$ cat src/rtl/cwdc_pkg.sv
// shared types and constants for the card whitelist door controller
`default_nettype none
package cwdc_pkg;

    localparam int MAX_ENTRIES_DEF = 4;

    localparam int ID_W    = 32;
    localparam int CFG_IDX_W = 1;
    localparam int CFG_DATA_W = 16;
    localparam int POLLS_W = 4;
    localparam int DELAY_W = 16;
    localparam int MODE_W  = 2;
    localparam int PHASE_W = 2;
    localparam int EVENT_W = 3;
    localparam int VERDICT_W = 2;
    localparam int USED_W  = 3;

    localparam logic [CFG_IDX_W-1:0] CFG_REMOVAL_POLLS = 1'd0;
    localparam logic [CFG_IDX_W-1:0] CFG_CLOSE_DELAY   = 1'd1;

    localparam logic [POLLS_W-1:0] POLLS_RESET = 4'd3;
    localparam logic [DELAY_W-1:0] DELAY_RESET = 16'd30;
    localparam logic [DELAY_W-1:0] GRANT_CLOSE = 16'd30;

    localparam logic [MODE_W-1:0] MODE_NORMAL = 2'd0;
    localparam logic [MODE_W-1:0] MODE_ADD    = 2'd1;
    localparam logic [MODE_W-1:0] MODE_DEL    = 2'd2;
    localparam logic [MODE_W-1:0] MODE_UNUSED = 2'd3;

    localparam logic [PHASE_W-1:0] PH_IDLE      = 2'd0;
    localparam logic [PHASE_W-1:0] PH_PROCESSED = 2'd1;
    localparam logic [PHASE_W-1:0] PH_UNLOCKED  = 2'd2;
    localparam logic [PHASE_W-1:0] PH_CLOSING   = 2'd3;

    localparam logic [EVENT_W-1:0] EV_NONE     = 3'd0;
    localparam logic [EVENT_W-1:0] EV_GRANTED  = 3'd1;
    localparam logic [EVENT_W-1:0] EV_LOCKED   = 3'd2;
    localparam logic [EVENT_W-1:0] EV_ADD_OK   = 3'd3;
    localparam logic [EVENT_W-1:0] EV_ADD_FAIL = 3'd4;
    localparam logic [EVENT_W-1:0] EV_DEL_OK   = 3'd5;
    localparam logic [EVENT_W-1:0] EV_DEL_FAIL = 3'd6;
    localparam logic [EVENT_W-1:0] EV_DENIED   = 3'd7;

    localparam logic [VERDICT_W-1:0] VD_NONE = 2'd0;
    localparam logic [VERDICT_W-1:0] VD_OK   = 2'd1;
    localparam logic [VERDICT_W-1:0] VD_FAIL = 2'd2;

    typedef struct packed {
        logic load;
        logic rd_en;
        logic rd_next;
        logic idx_inc;
        logic mark_found;
        logic shift_wr;
        logic apply;
    } t_dp_cmd;

    typedef struct packed {
        logic need_search;
        logic cnt_zero;
        logic match;
        logic last;
        logic more_shift;
        logic del_mode;
    } t_dp_sts;

endpackage
`default_nettype wire

$ cat src/rtl/cwdc_ctrl.sv
// sequencer for lookup, compaction and result hand-off
`default_nettype none
module cwdc_ctrl (
    input  wire                   i_clk,
    input  wire                   i_rst_n,
    input  wire                   i_in_valid,
    output logic                  o_in_ready,
    output logic                  o_out_valid,
    input  wire                   i_out_ready,
    input  cwdc_pkg::t_dp_sts     i_sts,
    output cwdc_pkg::t_dp_cmd     o_cmd
);

    localparam logic [2:0] S_IDLE   = 3'd0;
    localparam logic [2:0] S_DECIDE = 3'd1;
    localparam logic [2:0] S_RD     = 3'd2;
    localparam logic [2:0] S_CMP    = 3'd3;
    localparam logic [2:0] S_SHRD   = 3'd4;
    localparam logic [2:0] S_SHWR   = 3'd5;
    localparam logic [2:0] S_APPLY  = 3'd6;

    logic [2:0] r_state;
    logic [2:0] n_state;
    logic       r_out_valid;
    logic       n_out_valid;
    logic       out_free;

    assign o_in_ready  = (r_state == S_IDLE);
    assign o_out_valid = r_out_valid;
    assign out_free    = !r_out_valid || i_out_ready;

    always_comb begin
        n_state = r_state;
        o_cmd   = '0;
        unique case (r_state)
            S_IDLE: begin
                if (i_in_valid) begin
                    o_cmd.load = 1'b1;
                    n_state    = S_DECIDE;
                end
            end
            S_DECIDE: begin
                if (i_sts.need_search && !i_sts.cnt_zero) begin
                    n_state = S_RD;
                end else begin
                    n_state = S_APPLY;
                end
            end
            S_RD: begin
                o_cmd.rd_en = 1'b1;
                n_state     = S_CMP;
            end
            S_CMP: begin
                if (i_sts.match) begin
                    o_cmd.mark_found = 1'b1;
                    n_state = i_sts.del_mode ? S_SHRD : S_APPLY;
                end else if (i_sts.last) begin
                    n_state = S_APPLY;
                end else begin
                    o_cmd.idx_inc = 1'b1;
                    n_state       = S_RD;
                end
            end
            S_SHRD: begin
                if (i_sts.more_shift) begin
                    o_cmd.rd_en   = 1'b1;
                    o_cmd.rd_next = 1'b1;
                    n_state       = S_SHWR;
                end else begin
                    n_state = S_APPLY;
                end
            end
            S_SHWR: begin
                o_cmd.shift_wr = 1'b1;
                o_cmd.idx_inc  = 1'b1;
                n_state        = S_SHRD;
            end
            S_APPLY: begin
                if (out_free) begin
                    o_cmd.apply = 1'b1;
                    n_state     = S_IDLE;
                end
            end
            default: begin
                n_state = S_IDLE;
            end
        endcase
    end

    always_comb begin
        if (o_cmd.apply) begin
            n_out_valid = 1'b1;
        end else if (i_out_ready) begin
            n_out_valid = 1'b0;
        end else begin
            n_out_valid = r_out_valid;
        end
    end

    always_ff @(posedge i_clk) begin
        if (!i_rst_n) begin
            r_state     <= S_IDLE;
            r_out_valid <= 1'b0;
        end else begin
            r_state     <= n_state;
            r_out_valid <= n_out_valid;
        end
    end

endmodule
`default_nettype wire

$ cat src/rtl/cwdc_dp.sv
// whitelist memory, door state registers and result register
`default_nettype none
module cwdc_dp #(
    parameter int MAX_ENTRIES = cwdc_pkg::MAX_ENTRIES_DEF
) (
    input  wire                                i_clk,
    input  wire                                i_rst_n,
    input  wire                                i_cfg_valid,
    input  wire  [cwdc_pkg::CFG_IDX_W-1:0]     i_cfg_index,
    input  wire  [cwdc_pkg::CFG_DATA_W-1:0]    i_cfg_data,
    input  wire                                i_cmd,
    input  wire  [cwdc_pkg::MODE_W-1:0]        i_new_mode,
    input  wire                                i_card_present,
    input  wire                                i_id_read_ok,
    input  wire  [cwdc_pkg::ID_W-1:0]          i_card_id,
    input  cwdc_pkg::t_dp_cmd                  i_ctl,
    output cwdc_pkg::t_dp_sts                  o_sts,
    output logic [cwdc_pkg::VERDICT_W-1:0]     o_verdict,
    output logic [cwdc_pkg::EVENT_W-1:0]       o_event_code,
    output logic                               o_lock_open,
    output logic [cwdc_pkg::MODE_W-1:0]        o_mode_now,
    output logic [cwdc_pkg::USED_W-1:0]        o_entries_used,
    output logic [cwdc_pkg::ID_W-1:0]          o_last_seen_id,
    output logic                               o_last_seen_valid
);

    localparam int IDX_W = (MAX_ENTRIES > 1) ? $clog2(MAX_ENTRIES) : 1;
    localparam int CNT_W = $clog2(MAX_ENTRIES + 1);
    localparam logic [CNT_W-1:0] CNT_MAX = CNT_W'(MAX_ENTRIES);

    // configuration
    logic [cwdc_pkg::POLLS_W-1:0] r_polls;
    logic [cwdc_pkg::DELAY_W-1:0] r_delay;

    // latched request
    logic                          r_cmd;
    logic [cwdc_pkg::MODE_W-1:0]   r_new_mode;
    logic                          r_present;
    logic                          r_idok;
    logic [cwdc_pkg::ID_W-1:0]     r_id;

    // door state
    logic [CNT_W-1:0]              r_count,  n_count;
    logic [cwdc_pkg::MODE_W-1:0]   r_mode,   n_mode;
    logic [cwdc_pkg::PHASE_W-1:0]  r_phase,  n_phase;
    logic [cwdc_pkg::POLLS_W-1:0]  r_miss,   n_miss;
    logic [cwdc_pkg::DELAY_W-1:0]  r_close,  n_close;
    logic                          r_lock,   n_lock;
    logic [cwdc_pkg::ID_W-1:0]     r_recent, n_recent;
    logic                          r_rvalid, n_rvalid;
    logic [cwdc_pkg::VERDICT_W-1:0] n_verdict;
    logic [cwdc_pkg::EVENT_W-1:0]   n_event;
    logic                          add_wr;

    // lookup
    logic [IDX_W-1:0]              r_idx;
    logic                          r_found;
    logic [CNT_W-1:0]              idx_p1;
    logic [cwdc_pkg::ID_W-1:0]     r_mem [MAX_ENTRIES];
    logic [cwdc_pkg::ID_W-1:0]     r_rd_data;
    logic [IDX_W-1:0]              rd_addr;
    logic                          wr_en;
    logic [IDX_W-1:0]              wr_addr;
    logic [cwdc_pkg::ID_W-1:0]     wr_data;

    logic [cwdc_pkg::POLLS_W-1:0]  miss_p1;
    logic [CNT_W+2:0]              cnt_ext;

    assign idx_p1 = CNT_W'(r_idx) + 1'b1;

    assign o_sts.need_search = !r_cmd && (r_phase == cwdc_pkg::PH_IDLE) && r_present && r_idok;
    assign o_sts.cnt_zero    = (r_count == '0);
    assign o_sts.match       = (r_rd_data == r_id);
    assign o_sts.last        = (idx_p1 >= r_count);
    assign o_sts.more_shift  = (idx_p1 < r_count);
    assign o_sts.del_mode    = (r_mode == cwdc_pkg::MODE_DEL);

    assign rd_addr = i_ctl.rd_next ? idx_p1[IDX_W-1:0] : r_idx;
    assign wr_en   = i_ctl.shift_wr || (i_ctl.apply && add_wr);
    assign wr_addr = i_ctl.shift_wr ? r_idx : r_count[IDX_W-1:0];
    assign wr_data = i_ctl.shift_wr ? r_rd_data : r_id;

    assign miss_p1 = r_miss + 1'b1;

    always_ff @(posedge i_clk) begin
        if (wr_en) begin
            r_mem[wr_addr] <= wr_data;
        end
        if (i_ctl.rd_en) begin
            r_rd_data <= r_mem[rd_addr];
        end
    end

    // next door state for the latched request
    always_comb begin
        n_count   = r_count;
        n_mode    = r_mode;
        n_phase   = r_phase;
        n_miss    = r_miss;
        n_close   = r_close;
        n_lock    = r_lock;
        n_recent  = r_recent;
        n_rvalid  = r_rvalid;
        n_verdict = cwdc_pkg::VD_NONE;
        n_event   = cwdc_pkg::EV_NONE;
        add_wr    = 1'b0;
        if (r_cmd) begin
            n_mode  = (r_new_mode == cwdc_pkg::MODE_UNUSED) ? cwdc_pkg::MODE_NORMAL : r_new_mode;
            n_phase = cwdc_pkg::PH_IDLE;
            n_miss  = '0;
        end else if (r_phase == cwdc_pkg::PH_UNLOCKED || r_phase == cwdc_pkg::PH_PROCESSED) begin
            if (r_present) begin
                n_miss = '0;
            end else if (miss_p1 < r_polls) begin
                n_miss = miss_p1;
            end else begin
                n_miss = '0;
                if (r_phase == cwdc_pkg::PH_UNLOCKED) begin
                    n_phase = cwdc_pkg::PH_CLOSING;
                    n_close = r_delay;
                end else begin
                    n_phase = cwdc_pkg::PH_IDLE;
                end
            end
        end else if (r_phase == cwdc_pkg::PH_CLOSING) begin
            if (r_close != '0) begin
                n_close = r_close - 1'b1;
            end else begin
                n_lock  = 1'b0;
                n_event = cwdc_pkg::EV_LOCKED;
                n_phase = cwdc_pkg::PH_IDLE;
            end
        end else if (r_present && r_idok) begin
            n_recent = r_id;
            n_rvalid = 1'b1;
            if (r_mode == cwdc_pkg::MODE_ADD) begin
                if (r_count >= CNT_MAX || r_found) begin
                    n_verdict = cwdc_pkg::VD_FAIL;
                    n_event   = cwdc_pkg::EV_ADD_FAIL;
                end else begin
                    add_wr    = 1'b1;
                    n_count   = r_count + 1'b1;
                    n_verdict = cwdc_pkg::VD_OK;
                    n_event   = cwdc_pkg::EV_ADD_OK;
                end
                n_phase = cwdc_pkg::PH_PROCESSED;
                n_mode  = cwdc_pkg::MODE_NORMAL;
            end else if (r_mode == cwdc_pkg::MODE_DEL) begin
                if (!r_found) begin
                    n_verdict = cwdc_pkg::VD_FAIL;
                    n_event   = cwdc_pkg::EV_DEL_FAIL;
                end else begin
                    n_count   = r_count - 1'b1;
                    n_verdict = cwdc_pkg::VD_OK;
                    n_event   = cwdc_pkg::EV_DEL_OK;
                end
                n_phase = cwdc_pkg::PH_PROCESSED;
                n_mode  = cwdc_pkg::MODE_NORMAL;
            end else if (r_found) begin
                n_lock    = 1'b1;
                n_close   = cwdc_pkg::GRANT_CLOSE;
                n_phase   = cwdc_pkg::PH_UNLOCKED;
                n_miss    = '0;
                n_verdict = cwdc_pkg::VD_OK;
                n_event   = cwdc_pkg::EV_GRANTED;
            end else begin
                n_verdict = cwdc_pkg::VD_FAIL;
                n_event   = cwdc_pkg::EV_DENIED;
                n_phase   = cwdc_pkg::PH_PROCESSED;
            end
        end
    end

    assign cnt_ext = {3'b000, n_count};

    // latched request and result payload
    always_ff @(posedge i_clk) begin
        if (i_ctl.load) begin
            r_cmd      <= i_cmd;
            r_new_mode <= i_new_mode;
            r_present  <= i_card_present;
            r_idok     <= i_id_read_ok;
            r_id       <= i_card_id;
        end
        if (i_ctl.apply) begin
            o_verdict         <= n_verdict;
            o_event_code      <= n_event;
            o_lock_open       <= n_lock;
            o_mode_now        <= n_mode;
            o_entries_used    <= cnt_ext[cwdc_pkg::USED_W-1:0];
            o_last_seen_id    <= n_recent;
            o_last_seen_valid <= n_rvalid;
        end
    end

    always_ff @(posedge i_clk) begin
        if (!i_rst_n) begin
            r_idx   <= '0;
            r_found <= 1'b0;
        end else if (i_ctl.load) begin
            r_idx   <= '0;
            r_found <= 1'b0;
        end else begin
            if (i_ctl.idx_inc) begin
                r_idx <= r_idx + 1'b1;
            end
            if (i_ctl.mark_found) begin
                r_found <= 1'b1;
            end
        end
    end

    always_ff @(posedge i_clk) begin
        if (!i_rst_n) begin
            r_polls  <= cwdc_pkg::POLLS_RESET;
            r_delay  <= cwdc_pkg::DELAY_RESET;
            r_count  <= '0;
            r_mode   <= cwdc_pkg::MODE_NORMAL;
            r_phase  <= cwdc_pkg::PH_IDLE;
            r_miss   <= '0;
            r_close  <= '0;
            r_lock   <= 1'b0;
            r_recent <= '0;
            r_rvalid <= 1'b0;
        end else begin
            if (i_cfg_valid && i_cfg_index == cwdc_pkg::CFG_REMOVAL_POLLS) begin
                r_polls <= i_cfg_data[cwdc_pkg::POLLS_W-1:0];
            end
            if (i_cfg_valid && i_cfg_index == cwdc_pkg::CFG_CLOSE_DELAY) begin
                r_delay <= i_cfg_data[cwdc_pkg::DELAY_W-1:0];
            end
            if (i_ctl.apply) begin
                r_count  <= n_count;
                r_mode   <= n_mode;
                r_phase  <= n_phase;
                r_miss   <= n_miss;
                r_close  <= n_close;
                r_lock   <= n_lock;
                r_recent <= n_recent;
                r_rvalid <= n_rvalid;
            end
        end
    end

endmodule
`default_nettype wire

$ cat src/rtl/card_whitelist_door_controller_unit.sv
// top level of the card whitelist door controller
// sequence: a request is latched, decided and applied; a lookup first reads and compares
// the whitelist entries in turn, and a delete then moves each later entry down one slot
// throughput: one request at a time; the next is taken the cycle after its result is
// registered, while that result may still wait on the output
// reset: synchronous active low; clears mode, phase, counters, lock and last id,
// loads removal polls 3 and close delay 30; whitelist contents are not cleared
`default_nettype none
module card_whitelist_door_controller_unit #(
    parameter int MAX_ENTRIES = cwdc_pkg::MAX_ENTRIES_DEF
) (
    input  wire                                i_clk,
    input  wire                                i_rst_n,
    input  wire                                i_cfg_valid,
    output logic                               o_cfg_ready,
    input  wire  [cwdc_pkg::CFG_IDX_W-1:0]     i_cfg_index,
    input  wire  [cwdc_pkg::CFG_DATA_W-1:0]    i_cfg_data,
    input  wire                                i_in_valid,
    output logic                               o_in_ready,
    input  wire                                i_cmd,
    input  wire  [cwdc_pkg::MODE_W-1:0]        i_new_mode,
    input  wire                                i_card_present,
    input  wire                                i_id_read_ok,
    input  wire  [cwdc_pkg::ID_W-1:0]          i_card_id,
    output logic                               o_out_valid,
    input  wire                                i_out_ready,
    output logic [cwdc_pkg::VERDICT_W-1:0]     o_verdict,
    output logic [cwdc_pkg::EVENT_W-1:0]       o_event_code,
    output logic                               o_lock_open,
    output logic [cwdc_pkg::MODE_W-1:0]        o_mode_now,
    output logic [cwdc_pkg::USED_W-1:0]        o_entries_used,
    output logic [cwdc_pkg::ID_W-1:0]          o_last_seen_id,
    output logic                               o_last_seen_valid
);

    cwdc_pkg::t_dp_cmd ctl;
    cwdc_pkg::t_dp_sts sts;

    assign o_cfg_ready = 1'b1;

    cwdc_ctrl u_ctrl (
        .i_clk       (i_clk),
        .i_rst_n     (i_rst_n),
        .i_in_valid  (i_in_valid),
        .o_in_ready  (o_in_ready),
        .o_out_valid (o_out_valid),
        .i_out_ready (i_out_ready),
        .i_sts       (sts),
        .o_cmd       (ctl)
    );

    cwdc_dp #(
        .MAX_ENTRIES (MAX_ENTRIES)
    ) u_dp (
        .i_clk             (i_clk),
        .i_rst_n           (i_rst_n),
        .i_cfg_valid       (i_cfg_valid),
        .i_cfg_index       (i_cfg_index),
        .i_cfg_data        (i_cfg_data),
        .i_cmd             (i_cmd),
        .i_new_mode        (i_new_mode),
        .i_card_present    (i_card_present),
        .i_id_read_ok      (i_id_read_ok),
        .i_card_id         (i_card_id),
        .i_ctl             (ctl),
        .o_sts             (sts),
        .o_verdict         (o_verdict),
        .o_event_code      (o_event_code),
        .o_lock_open       (o_lock_open),
        .o_mode_now        (o_mode_now),
        .o_entries_used    (o_entries_used),
        .o_last_seen_id    (o_last_seen_id),
        .o_last_seen_valid (o_last_seen_valid)
    );

endmodule
`default_nettype wire

$ cat config.mk
export PLATFORM = sky130hd
export DESIGN_NAME = card_whitelist_door_controller_unit
export DESIGN_NICKNAME = d
export VERILOG_FILES = /design/src/rtl/cwdc_pkg.sv /design/src/rtl/cwdc_ctrl.sv /design/src/rtl/cwdc_dp.sv /design/src/rtl/card_whitelist_door_controller_unit.sv
export SDC_FILE = /design/constraint.sdc
export NUM_CORES = 1
export LEC_CHECK = 0
export ABC_AREA = 0
export BUFFER_PORTS_ARGS = -buffer_cell sky130_fd_sc_hd__buf_2
export CAP_MARGIN = 25
export CORE_ASPECT_RATIO = 1.4
export CORE_UTILIZATION = 60
export DETAILED_ROUTE_END_ITERATION = 8
export PLACE_DENSITY_LB_ADDON = 0.08
export REMOVE_ABC_BUFFERS = 1
export SLEW_MARGIN = 0
export SYNTH_ARGS = -nofsm -noshare
export SYNTH_HDL_FRONTEND = slang
export SYNTH_HIERARCHICAL = 1
export SYNTH_SLANG_ARGS = --single-unit
$ cat constraint.sdc
create_clock -name i_clk -period 4.6 [get_ports i_clk]
set_input_delay 0.69 -clock i_clk [delete_from_list [all_inputs] [get_ports i_clk]]
set_output_delay 0.69 -clock i_clk [all_outputs]
set_load 0.005 [all_outputs]
Yosys cells after proc, flatten, opt, wreduce, memory -nomap -nowiden
Memories as Yosys holds them, arrays and structs flattened. A register that Yosys moved wholly into a read port is not among the register bits.
Cells that the tools add are included.
{ "totals": {"register_bits": 169, "ramBits": 128, "in_bits": 59, "out_inout_bits": 47, "memories": 1} }
{ "mem_list": {"columns": ["name", "depth", "word_bits", "rd", "rd_ports_with_merged_regs", "wr", "line_no", "rtl"], "rows": [
  ["u_dp.r_mem", 4, 32, 1, 1, 1, "cwdc_dp.sv:59", "logic [cwdc_pkg::ID_W-1:0] r_mem [MAX_ENTRIES];"]
]} }
{ "op_classes": {"addsub": 6, "magnitude_cmp": 4, "eq_ne": 27, "muxes": 106, "bitwise_logic": 4, "n_reduce_logical": 32} }
{ "ops": {"columns": ["operator", "n"], "rows": [
  ["two-way mux 16 bit", 10],
  ["two-way mux 32 bit", 5],
  ["two-way mux 3 bit", 19],
  ["two-way mux 2 bit", 28],
  ["two-way mux 4 bit", 9],
  ["equality test 32 bit", 1],
  ["two-way mux 1 bit", 32],
  ["case mux 3 bit (7 select lines)", 1],
  ["nonzero test 16 bit", 1],
  ["subtractor 16 x 1 -> 16 bit, second input constant", 1],
  ["!= test 3 x 1 -> 1 bit, second input constant", 5],
  ["nonzero test 3 bit", 4],
  ["AND reduction 10 bit", 1],
  ["equality test 3 bit, second input constant", 3],
  ["!= test 3 x 2 -> 1 bit, second input constant", 3],
  ["equality test 2 bit, second input constant", 4],
  ["logical AND 1 bit", 8],
  ["equality test 3 x 2 -> 1 bit, second input constant", 2],
  ["logical NOT 3 bit", 2],
  ["!= test 2 bit, second input constant", 3],
  ["AND reduction 6 bit", 1],
  ["AND reduction 5 bit", 1],
  ["adder 4 x 1 -> 4 bit, second input constant", 1],
  ["equality test 2 x 1 -> 1 bit, second input constant", 2],
  ["21 further kinds", 32]
]} }

Depth between registers and ports, before layout
{ "depth": {"ltp_word": 12, "mapped_depth": 10} }

Modules after synthesis
Netlist, hierarchy kept.
{ "modules_own_cells": {"columns": ["module", "instances", "cells_per_inst", "area_per_inst_um2"], "rows": [
  ["cwdc_dp", 1, 938, 13375.3],
  ["cwdc_ctrl", 1, 40, 327.8],
  ["card_whitelist_door_controller_unit", 1, 2, 11.3]
]} }

Worst setup path before layout
OpenSTA, ideal clock, no wires.
{ "synth_path": {"kind": "input -> register", "startpoint": "input port i_out_ready", "endpoint": "memory u_dp/r_mem[2][0] (netlist name), enable pin", "setup_time_ns": 0.421, "arrival_time_ns": 3.597, "setup_slack_ns": 0.582, "stages": 8, "path_buffers": 2, "cell_sequence": "nand2b_1 > and3_1 > buf_4 > nand2b_1 > or2_2 > clkbuf_1 > o41a_1 > nor2_1"} }
{ "synth_lines": {"columns": ["item", "line_no", "rtl"], "rows": [
  ["start: declaration", "card_whitelist_door_controller_unit.sv:26", "input wire i_out_ready,"],
  ["end: declaration", "cwdc_dp.sv:59", null]
]} }

==> results.md <==
- Final setup viols: 0
- Worst setup path start: u_dp/r_idx[0]$_SDFFE_PP0P_
- Worst EP required: 4880 ps
- Clock sinks: 329
- Fin nets: between 1k and 1.5k
- Post-DP HPWL: roughly 17000 um
- Cts-stage hold buffer count: 0
- Global-route wire length before repair: 43300 um
- Synthesized area per cell: 14.0 sq um
- Initial Util: 61.1%
- Crit Path Class: reg -> reg
- Vias in the first global route: roughly 8.3k
- Async SR Flop Fraction: 0%
- RSZ-0062 raised after global routing: false
- Fmax: ~270 MHz
- Crit path to: u_dp/r_rd_data[17]$_DFFE_PP_
- Synthesized cell area: 0.0137 sq mm
- Unique masters post-synth: 73
- Total negative slack: 0 ps
- I/O Pins: 106
- Critical path data arrival time: 4020 ps
- CTS root buf: clkbuf_16
- Rows: 65
- CP dominant cell by count: ha_1
- Clk slew on worst S/H paths: 60 ps
- Register area share after synthesis: 65.6%
- Fin crit share: 81.3%
- Post-synth EDFFs: roughly 240
- CTS Buf Count: 31
- Die ar.: approximately 0.023 sq mm
- Run status: finished, final reports clean
- Final Hold Fails: 0
- Initial DRC count: 560
- DR WL/cell: around 19 um
- Buffers on Ports: 104
- CTS tree: built
- GR Util All Layers: a little under a quarter
- Min Tclk post-route: 3740 ps
- Crit path depth: 10
- GPL Wtd Cong: roughly 0.91
- Placed Cells incl. Taps: roughly 1.4k
- Fin. max-slew vios: 0
- Fraction of layout cells with a size suffix above 1: 27.1%
- Post-CTS Resized: 0
- Reg2reg end: u_dp/r_rd_data[17]$_DFFE_PP_
- Reg-to-Reg Start: u_dp/r_idx[0]$_SDFFE_PP0P_
- Clock Skews: between 15 and 20 ps
- Core area: 0.0224 sq mm
- Critical-path top delay cell: nor3b_1
- Fill count: roughly 1.6k
- Post-CTS setup buffer count: 0
- Seq cells post-synth: 329
- Area Overhead vs Synth: 14.0%
- Max-capacitance violation count: 0
- Reg2Reg Setup Slack: 860 ps
- Clock Tree Buf Depth: 3
- Max_slew headroom: between 40% and 50%
- Final Util: 69.6%
- Commonest non-fill, non-tap cell in the layout: edfxtp_1
- Least-Margin Pin Slew: a little over 800 ps
- Syn Inst Count: 980
- Largest net degree at the start of global routing: 55
- Grt total ovfl: 0
- Final std cells w/o fill: 1410
- Slowest stage delay, CP: ~600 ps
- Worst VDD drop: 0.377 mV
- Worst path cell trace: ha_1 -> ha_1 -> a21o_1 -> a21oi_1 -> nand2b_1 -> nor3b_1 -> xnor2_2 -> buf_8 -> buf_12 -> mux4_2
- Vias per cell: 5.79
- CP top delay family: simple AND/OR/NAND/NOR gates
- Max FO, Critical Path: 22
- DRC violations left: 0
- Bufs and invs on worst path: 2
- Yosys warning count: 6
- Post-Route WL: between 20000 and 30000 um
- First drt pass iteration count: 5
- Worst-Skew Late Latency: 550 ps
- Hold Path Class: in -> reg
- Die Height: around 180 um
- Via Count: roughly 8.2k
- Worst setup SP type: flip-flop
- Number of H-tree levels: 1
- Overall Power: between 7 and 8 mW
- # diodes: 0
- R2R depth: 10
- Antenna violations before repair: 1
- Commonest non-fill, non-tap cells in the layout: 241 x edfxtp_1, 123 x nand2_1, 104 x buf_2
- Power Dens Cells: 450 mW/mm^2
- ANT nets after route: 0
- Prevailing post-synth register cell: edfxtp_1
- Pleak: approximately 5.5 nW
- Die Wd: 130 um
- CP Capture Type: flip-flop
## kinds of logic (layout without fill, tap and decap cells)
family	Yosys count	in the layout	synth area share, %
other	1	1	0.0273
buffers and inverters	72	201	2.27
adder cells (fa/ha/maj)	18	18	1.64
flip-flops	329	329	65.6
AND/OR/NAND/NOR	263	263	9.52
AO/OA/AOI/OAI	148	148	6.91
XOR/XNOR	41	41	2.62
multiplexers	108	108	11.4
## worst min-delay path by stage
stage / from / cells after the start / slack (ps) / endpoint
final: i_card_id[28] / 1 / 310 / u_dp/r_id[28]$_DFFE_PP_
after global routing: i_card_id[28] / 1 / 280 / u_dp/r_id[28]$_DFFE_PP_
after CTS: i_card_id[28] / 1 / 280 / u_dp/r_id[28]$_DFFE_PP_
after detailed placement: u_dp/r_recent[8]$_SDFFE_PN0P_ / 2 / 440 / u_dp/r_recent[8]$_SDFFE_PN0P_
after global placement: u_dp/r_recent[31]$_SDFFE_PN0P_ / 2 / 440 / u_dp/r_recent[31]$_SDFFE_PN0P_
after floorplan: u_dp/r_rvalid$_SDFFE_PN0P_ / 2 / 430 / u_dp/r_rvalid$_SDFFE_PN0P_
## Yosys cell counts, types with 3 or more instances
library cell	number	area, sq um
edfxtp_1	241	7240
nor2_1	35	131
ha_1	18	225
and2_1	6	37.5
a211oi_1	5	37.5
or2_2	3	18.8
xnor2_1	9	78.8
dfxtp_1	88	1760
a22oi_1	5	37.5
a21oi_1	67	335
xor2_1	32	280
a22o_1	5	43.8
inv_1	19	71.3
nand2_1	123	462
nand3_1	20	100
a32oi_1	4	35.0
o21ai_0	24	120
nor3b_1	3	22.5
buf_2	15	75.1
or4_1	3	22.5
o311ai_0	3	26.3
nand4_1	8	50.1
nand2b_1	12	75.1
mux2i_1	10	100
nor2b_1	4	25.0
mux2_2	66	743
o31ai_1	6	45.0
nor4_2	3	37.5
nor3_1	12	60.1
nor4_1	10	62.6
a31oi_1	3	18.8
clkbuf_1	31	116
mux4_2	32	721
## power by group
group	switching (mW)	total [mW]	internal (mW)
combinational	0.461	0.798	0.337
sequential	0.183	3.72	3.54
clock	1.04	2.51	1.47
total	1.68	7.03	5.35
## per-stage QoR
stage | hold WS, ps | area (sq um) | setup slack [ps]
3_5_place_dp | 444 | 14600 | 819
2_1_floorplan | 433 | 13500 | -1030
3_3_place_gp | 439 | 14600 | 769
4_1_cts | 284 | 15600 | 812
5_1_grt | 283 | 15600 | 615
6_report | 313 | 15600 | 861
## metal layers
| layer | GRT usage [%] | share of wire (%) | up-vias |
|---|---|---|---|
| met5 | 0 | 0.033 | - |
| met4 | 6.74 | 2.1 | 2 |
| met3 | 3.26 | 4.6 | 39 |
| met2 | 42.9 | 53 | 204 |
| met1 | 30.0 | 41 | 4041 |
| li1 | - | - | 3884 |
## registers in the layout (all words and copies together), names as in the netlist, 2 cells and up
name and flops:
u_ctrl/r_state 3, u_dp/o_entries_used 3, u_dp/o_event_code 3, u_dp/o_last_seen_id 32, u_dp/o_mode_now 2, u_dp/o_verdict 2
u_dp/r_close 16, u_dp/r_count 3, u_dp/r_delay 16, u_dp/r_id 32, u_dp/r_idx 2, u_dp/r_mem 128
u_dp/r_miss 4, u_dp/r_mode 2, u_dp/r_new_mode 2, u_dp/r_phase 2, u_dp/r_polls 4, u_dp/r_rd_data 32
u_dp/r_recent 32
## worst reg2reg max path: cells and delay by family (launching register included)
| family | cells | cell delay, ps |
|---|---|---|
| XOR/XNOR | 1 | 260 |
| multiplexers | 1 | 540 |
| AO/OA/AOI/OAI | 2 | 380 |
| buffers and inverters | 2 | 450 |
| flip-flops | 1 | 460 |
| adder cells (fa/ha/maj) | 2 | 650 |
| AND/OR/NAND/NOR | 2 | 750 |
## cell type report
cell class | instances | area [sq um] | share of cell area [%]
Sequential cell | 329 | 9000 | 57.6
Clock buffer | 48 | 910 | 5.82
Tap cell | 301 | 377 | 2.41
Clock inverter | 10 | 103 | 0.656
Timing Repair Buffer | 123 | 708 | 4.53
Inverter | 20 | 75.1 | 0.480
Multi-Input combinational cell | 579 | 4460 | 28.5
(Power assumes the default switching activity.)
